$ cat config.mk
export PLATFORM = sky130hd
export DESIGN_NAME = m3i_merge
export DESIGN_NICKNAME = d
export VERILOG_FILES = /design/src/m3i_pkg.sv /design/src/m3i_merge.sv
export SDC_FILE = /design/constraint.sdc
export NUM_CORES = 1
export LEC_CHECK = 0
export BUFFER_PORTS_ARGS = -buffer_cell sky130_fd_sc_hd__buf_2
export CORE_AREA = 2 2 236 238
export CTS_BUF_LIST = sky130_fd_sc_hd__clkbuf_2 sky130_fd_sc_hd__clkbuf_4 sky130_fd_sc_hd__clkbuf_8
export DETAILED_ROUTE_END_ITERATION = 6
export DIE_AREA = 0 0 238 240
export SLEW_MARGIN = 20
export SYNTH_ARGS = -nofsm -noshare
export SYNTH_HDL_FRONTEND = slang
export SYNTH_SLANG_ARGS = --single-unit
$ cat constraint.sdc
create_clock -name i_clk -period 2.6 [get_ports i_clk]
set_input_delay 0.39 -clock i_clk [delete_from_list [all_inputs] [get_ports i_clk]]
set_output_delay 0.39 -clock i_clk [all_outputs]
set_load 0.005 [all_outputs]
$ cat src/m3i_pkg.sv
// m3i_pkg: widths, types and cofactor index table for the 3x3 matrix inverse.
// No dependencies; used by every other file of the block.
`timescale 1ns / 1ps

package m3i_pkg;

    localparam int ELEM_W    = 32;             // element width, signed Q16.16
    localparam int FRAC_BITS = 16;
    localparam int SCALE     = 2 * FRAC_BITS;  // numerator pre-shift
    localparam int TOL_W     = 16;
    localparam int N_ELEM    = 9;
    localparam int N_ROW     = 3;

    localparam int PROD_W  = 2 * ELEM_W;            // element product
    localparam int ADJ_W   = PROD_W + 1;            // cofactor
    localparam int HI_W    = ADJ_W - ELEM_W;        // upper slice of a cofactor
    localparam int DPART_W = ELEM_W + HI_W;         // partial product for det
    localparam int TERM_W  = ELEM_W + ADJ_W;        // a * cofactor
    localparam int DET_W   = TERM_W + 1;            // sum of three terms
    localparam int MAG_W   = ELEM_W + PROD_W;       // |det|
    localparam int NUM_W   = PROD_W + SCALE;        // |adj| << SCALE
    localparam int Q_W     = ELEM_W + 1;            // quotient bits kept
    localparam int CMP_W   = MAG_W + Q_W;           // divider compare width

    localparam int FRONT_LAT = 6;
    localparam int LANE_LAT  = Q_W + 2;
    localparam int MERGE_LAT = 1;
    localparam int PIPE_LAT  = FRONT_LAT + LANE_LAT + MERGE_LAT;

    // cofactor i = m[A]*m[B] - m[C]*m[D], row-major element indexes
    localparam int COF_IDX [N_ELEM][4] = '{
        '{4, 8, 5, 7}, '{2, 7, 1, 8}, '{1, 5, 2, 4},
        '{5, 6, 3, 8}, '{0, 8, 2, 6}, '{2, 3, 0, 5},
        '{3, 7, 4, 6}, '{1, 6, 0, 7}, '{0, 4, 1, 3}
    };

    typedef logic signed [ELEM_W-1:0] t_elem;

    typedef struct packed {
        logic [NUM_W-1:0] num;
        logic             neg;
        logic             sing;
    } t_lane_in;

    typedef struct packed {
        logic [ELEM_W-1:0] val;
        logic              sat;
        logic              sing;
    } t_lane_out;

    typedef struct packed {
        logic [N_ELEM-1:0][ELEM_W-1:0] val;
        logic                          singular;
        logic                          saturated;
    } t_result;

endpackage

$ cat src/m3i_merge.sv
// m3i_merge: combines the nine lane results into one inverse request with flags.
// Depends on m3i_pkg. One register stage, advancing on i_en.
`timescale 1ns / 1ps

module m3i_merge (
    input  logic                i_clk,
    input  logic                i_en,
    input  m3i_pkg::t_lane_out  i_res [m3i_pkg::N_ELEM],
    output m3i_pkg::t_result    o_data
);

    m3i_pkg::t_result r_data;
    m3i_pkg::t_result n_data;

    always_comb begin
        n_data.singular  = i_res[0].sing;
        n_data.saturated = 1'b0;
        for (int i = 0; i < m3i_pkg::N_ELEM; i++) begin
            n_data.val[i]    = i_res[0].sing ? '0 : i_res[i].val;
            n_data.saturated = n_data.saturated | (i_res[i].sat & ~i_res[0].sing);
        end
    end

    always_ff @(posedge i_clk) begin
        if (i_en) begin
            r_data <= n_data;
        end
    end

    assign o_data = r_data;

endmodule

======== Yosys cells after proc, flatten, opt, wreduce, memory -nomap -nowiden ========
Index checks and enable logic that the tools add are counted.
operators by class
  bitwise operators ....................... 18
operators with widths
  operator     number
  $and 1x1->1  9
  $or 1x1->1   8
  $not 1->1    1
word-level totals
  input bits .............................. 308
  output and inout port bits .............. 290
  register bits after elaboration ......... 290
  logic and storage cells ................. 29

======== Logic depth before layout (Yosys ltp) ========
Gate-level depths: netlist of the first run.
  depth after elaboration ................. 10
  gate-level depth with buffers ........... 4
  gate-level depth less buffers ........... 2

======== Least setup slack after synthesis of the first run ========
Ideal clock, no wire load.
  kind .................................... in2reg
  start ................................... in i_res[272] in the netlist's numbering
  end ..................................... reg r_data, in the netlist o_data[45] (data pin)
  stages .................................. 4
  path buffers ............................ 3
  setup time .............................. 0.266 ns
  slack ................................... 1.361 ns
  data required time ...................... 2.334 ns
  data arrival time ....................... 0.973 ns
  path through ............................ buf_4 buf_4 clkbuf_1 nor2b_1
RTL lines
  element               RTL line         source
  from (decl)           m3i_merge.sv:8   input m3i_pkg::t_lane_out i_res [m3i_pkg::N_ELEM],
  to (signal assigned)  m3i_merge.sv:26  r_data <= n_data;
  to (decl)             m3i_merge.sv:12  m3i_pkg::t_result r_data;
No word-level cell between the ends.

======== Worst setup path after layout of the first run ========
  start ................................... reg r_data, in the netlist o_data[54]
  end ..................................... out o_data[54] in the netlist's numbering
RTL lines
  element    RTL line        source
  to (decl)  m3i_merge.sv:9  output m3i_pkg::t_result o_data
No word-level cell between the ends.

==> results.md, run 1 <==
- Psw: 2520 µW
- CP cell instances: buf_2
- Slew HR: 69.3%
- Die height: 240 µm
- Root Buffer: clkbuf_8
- Final setup violation count: 0
- Worst Hold Class: in2reg
- Fin area: 15600 µm²
- Htree depth: 2
- Share of total power in the clock network: 39.8%
- Flops & latches, synth: 290
- # fillers: 5706
- CP peak stage delay: 0.44 ns
- Dpl cells: 1891
- Main flop type after synthesis: edfxtp_1
- Leakage: 0.00641 µW
- First-pass GRT wire length: 44700 µm
- Final wirelength: 31900 µm
- Buf/Inv on CP: 1
- Post-cts sizing count: 0
- Worst-path clk slew: 0.06 ns
- GRT Resource Usage Total: 10.5%
- Total Neg Setup Slack: 0 ns
- Worst-margin pin slew: 0.460 ns
- Fin cells: 1981
- Post-synth EDFFs: 290
- Area growth syn-to-layout: 46.2%
- Top cells by area, synth: edfxtp_1 81%, nor2b_1 17%, buf_2 1.0%
- Async set or reset register ratio after synthesis: 0%
- Post-layout util: 28.6%
- Routability cong.: 0.793
- CP endpoint kind: output pin
- Comb power frac: 9.3%
- Synthesized area per cell: 17.4 µm²
- IO buf count: 589
- Cell Area, Synth: 10700 µm²
- Reg area: 8710 µm²
- CP Max Fanout: 1
- F_max: 0.631 GHz
- Sequential share of power: 50.9%
- Worst Path Arrival: 1.19 ns
- Crit path time final: 1.58 ns
- Synth warn: 0
- Initial antenna violation count: 8
- Post-CTS Setup Inserts: 0
- Power Density: 711 nW/µm²
- DP HPWL: 23900 µm
- Vias in the first global route: 7546
- RSZ-0062 raised after global routing: false
- Total CTS buffers: 52
- Top-count cell post-synth: edfxtp_1
- Final Hold Fails: 0
- WP data required: 2.21 ns
- Period utilisation layout: 60.9%
- DRT antenna net count: 0
- Syn nets: 922
- Top cells by count, synth: 290 x edfxtp_1, 288 x nor2b_1, 22 x buf_2
- Vias per inst: 3.70
- DP Area: 14600 µm²
- Yosys cell types: 9
- Per-cell routed wire length: 16.1 µm
- Number of flip-flops in the largest register: 290
- Slew Limit Fails: 0
- Peak supply drop: 387 µV
- Ports: 598
- Starting density of the core: 19.5%
- Detailed-route DRC error count: 0
- Drt initial violations: 183
- Cts hold-fix bufs: 0
- GR Overflow Total: 0
- Pin count of the biggest net entering global routing: 81
- 1st-pass router iterations: 4
- CTS tree: yes
- Clk buf depth: 3
- Crit path max-delay cell type: edfxtp_1
- Gate count after technology mapping: 614
- Sequential area share after synthesis: 81.5%
- NumNets Final: 1549
- Switching Fraction: 22.7%
- Clk sinks: 290
- Crit path max-delay family: flip-flops
- Full die area: 57100 µm²
- Kind of critical path: reg2out
- Row count: 86
- Status: complete, no violations
- CORE AREA: 54700 µm²
- P_int: 8590 µW
- Synth top area share: 81.5%
- Vias: 7326
- Synth area leader: edfxtp_1
- Die Wd: 238 µm
- Multi-input logic area: 1820 µm²
- WHS: 0.0858 ns
- Share of cells above drive strength 1: 53.8%
- Critical path startpoint category: flop
- Max-cap violations: 0
## layout make-up
cell class / count / share of cell area [%]
sequential: 290 / 55.8
timing repair buffer: 605 / 20.2
multi-input combinational: 292 / 11.7
tap: 704 / 5.64
clock buffer: 61 / 5.05
clock inverter: 28 / 1.70
antenna: 1 / 0.0160
## layout by cell type, fill, tap and decap left out, drive strengths merged
master      n
diode       1
nor2b     288
edfxtp    290
nor2        1
clkbuf     61
nor4        1
buf       605
clkinvlp    2
clkinv     21
bufinv      5
a31oi       1
nor3        1
## routing by layer
| layer | part of all wire [%] | track usage [%] | wire (µm) | vias up |
|---|---|---|---|---|
| met5 | 0.10 | 0 | 32 | - |
| met2 | 49 | 17.8 | 15700 | 387 |
| li1 | - | - | - | 3398 |
| met1 | 37 | 11.5 | 12000 | 3465 |
| met3 | 10 | 4.78 | 3310 | 70 |
| met4 | 2.8 | 4.07 | 909 | 6 |
## metrics by stage
stage	power [µW]	setup slack, ns
finish	11100	1.02
global route	11600	0.926
CTS	11400	0.894
detailed placement	6820	1.00
global placement	6790	1.01
floorplan	6010	1.36
## final timing paths
path  cells past startpoint  slack (ns)  startpoint    endpoint
max                       1        1.02  o_data[54]  o_data[54]
min                       2        0.09  i_res[230]  o_data[90]
## cells by family (layout without fill, tap and decap cells)
kind of cell           after synthesis  in the layout  synth area share [%]
other                                0              1                     0
AND/OR/NAND/NOR                    291            291                  17.0
buffers and inverters               32            694                  1.45
flip-flops                         290            290                  81.5
AO/OA/AOI/OAI                        1              1                0.0586
## power by group through the flow
| stage | clock network (µW) | registers, µW | logic (µW) |
|---|---|---|---|
| after global routing | 4800 | 5690 | 1150 |
| after CTS | 4630 | 5660 | 1070 |
| after detailed placement | 0 | 5750 | 1070 |
| final | 4420 | 5650 | 1040 |
| after floorplan | 0 | 5800 | 213 |
| after global placement | 0 | 5740 | 1050 |
(Power assumes the default switching activity.)
==> inputs of run 2 (changes only) <==
==> constraint.sdc (replaced) <==
create_clock -name i_clk -period 1.3 [get_ports i_clk]
set_input_delay 0.195 -clock i_clk [delete_from_list [all_inputs] [get_ports i_clk]]
set_output_delay 0.195 -clock i_clk [all_outputs]
set_load 0.005 [all_outputs]
==> run 2 against run 1 <==
Compared with the run above:
- the run now ends with negative setup slack left
- non-clock buffer count up 338
- die area unchanged
- first-iteration DRC count up 45%
- sequential cell count unchanged
- wire length up 16%
- largest cell class unchanged
==> results.md, run 2 (synthesis gave the netlist of run 1 again) <==
- 1st-pass router iterations: 4 (unchanged)
- Comb power frac: 13.0% (was 9.3%)
- Power Density: 1210 nW/µm² (was 711 nW/µm²)
- Leakage: 0.00789 µW (was 0.00641 µW)
- Worst-path clk slew: 0.06 ns (about the same)
- Commonest non-fill, non-tap cell in the layout: buf_2 (unchanged)
- Ports: 598 (unchanged)
- CP Max Fanout: 1 (unchanged)
- CORE AREA: 54700 µm² (unchanged)
- Total Neg Setup Slack: -1.70 ns (was 0 ns)
- CP endpoint kind: output pin (unchanged)
- Buf/Inv on CP: 1 (unchanged)
- Slew HR: 73.2% (was 69.3%)
- First-pass GRT wire length: 52600 µm (was 44700 µm)
- CTS tree: yes (unchanged)
- Switching Fraction: 23.0% (was 22.7%)
- Die height: 240 µm (unchanged)
- Final setup violation count: 98 (was 0)
- F_max: 0.704 GHz
- Routability cong.: 0.794 (was 0.793)
- CP peak stage delay: 0.46 ns (was 0.44 ns)
- Vias in the first global route: 9407 (was 7546)
- Htree depth: 2 (unchanged)
- Per-cell routed wire length: 16.0 µm (was 16.1 µm)
- GR Overflow Total: 0 (unchanged)
- RSZ-0062 raised after global routing: true (was false)
- Worst Hold Class: in2reg (unchanged)
- Peak supply drop: 807 µV (was 387 µV)
- Violated checks: negative setup slack
- Crit path time final: 1.42 ns
- Status: complete, but fails checks (was complete, no violations)
- P_int: 17700 µW (was 8590 µW)
- Final wirelength: 37200 µm (was 31900 µm)
- CP cell instances: buf_2 (unchanged)
- # fillers: 5326 (was 5706)
- Share of total power in the clock network: 37.6% (was 39.8%)
- Vias: 8826 (was 7326)
- Full die area: 57100 µm² (unchanged)
- Pin count of the biggest net entering global routing: 85 (was 81)
- WHS: 0.0780 ns (was 0.0858 ns)
- Vias per inst: 3.80 (was 3.70)
- Final Hold Fails: 0 (unchanged)
- Crit path max-delay cell type: edfxtp_1 (unchanged)
- Share of cells above drive strength 1: 44.9% (was 53.8%)
- DRT antenna net count: 0 (unchanged)
- DP Area: 14900 µm² (was 14600 µm²)
- Multi-input logic area: 1820 µm² (unchanged)
- Worst Path Arrival: 1.23 ns (was 1.19 ns)
- Fin area: 19000 µm² (was 15600 µm²)
- IO buf count: 589 (unchanged)
- WP data required: 1.11 ns (was 2.21 ns)
- Worst-margin pin slew: 0.402 ns (was 0.460 ns)
- Commonest cells after routing, fill and taps aside: 583 x buf_2, 298 x dlygate4sd3_1, 290 x edfxtp_1, 288 x nor2b_1, 54 x clkbuf_8 (was 587 x buf_2, 290 x edfxtp_1, 288 x nor2b_1, 53 x clkbuf_8, 13 x clkinv_2)
- DP HPWL: 24800 µm (was 23900 µm)
- Clk sinks: 290 (unchanged)
- Psw: 5270 µW (was 2520 µW)
- Max-cap violations: 0 (unchanged)
- Initial antenna violation count: 2 (was 8)
- Kind of critical path: reg2out (unchanged)
- Crit path max-delay family: flip-flops (unchanged)
- Drt initial violations: 265 (was 183)
- Detailed-route DRC error count: 0 (unchanged)
- Period utilisation layout: 109%
- Final WS setup: -0.120 ns (was 1.02 ns)
- NumNets Final: 1887 (was 1549)
- Starting density of the core: 19.5% (unchanged)
- Row count: 86 (unchanged)
- Critical path startpoint category: flop (unchanged)
- Sequential share of power: 49.4% (was 50.9%)
- Clk buf depth: 3 (unchanged)
- GRT Resource Usage Total: 12.1% (was 10.5%)
- Total CTS buffers: 52 (unchanged)
- Die Wd: 238 µm (unchanged)
- Number of flip-flops in the largest register: 290 (unchanged)
- Post-CTS Setup Inserts: 0 (unchanged)
- Area growth syn-to-layout: 77.7% (was 46.2%)
- Root Buffer: clkbuf_8 (unchanged)
- Slew Limit Fails: 0 (unchanged)
- Post-layout util: 34.7% (was 28.6%)
- Reg area: 8710 µm² (unchanged)
- Pre-CTS WS: 0.173 ns (was 1.00 ns)
==> run 2: cell type report <==
cell class	instances	share of cell area [%]
sequential	290	45.9
timing repair buffer	943	34.4
multi-input combinational	292	9.60
clock buffer	74	4.70
tap	704	4.64
clock inverter	21	0.777
antenna	1	0.0132
==> run 2: worst paths after layout <==
kind              slack [ns]          end  startpoint  cells after the start
hold / removal          0.08  o_data[222]   i_res[98]                      3
setup / recovery       -0.12   o_data[54]  o_data[54]                      1
==> run 2: layer usage <==
layer,wire length (µm),part of all wire (%),GRT usage [%]
met4,1160,3.1,4.75
met3,2900,7.8,4.11
met5,0,0,0
met1,13800,37,12.8
met2,19300,52,22.3
==> run 2: timing repair <==
item / 4_1_cts / 5_1_grt
hold endpoints to repair: 331 / 1
hold buffers: 297 / 2
setup endpoints to repair: 290 / 291
gates cloned: 0 / 0
gates resized for setup: 6 / 2
==> run 2: metrics by stage <==
stage,total power (µW),std cells
floorplan,12000,614
global placement,13700,1931
detailed placement,13800,1931
CTS,23300,2323
global route,24000,2324
finish,22900,2325
==> run 2: power by group through the flow <==
| stage | sequential (µW) | clock, µW | combinational [µW] |
|---|---|---|---|
| global route | 11400 | 9410 | 3230 |
| detailed placement | 11500 | 0 | 2250 |
| floorplan | 11600 | 0 | 425 |
| global placement | 11500 | 0 | 2220 |
| CTS | 11300 | 9000 | 2970 |
| finish | 11300 | 8620 | 2990 |
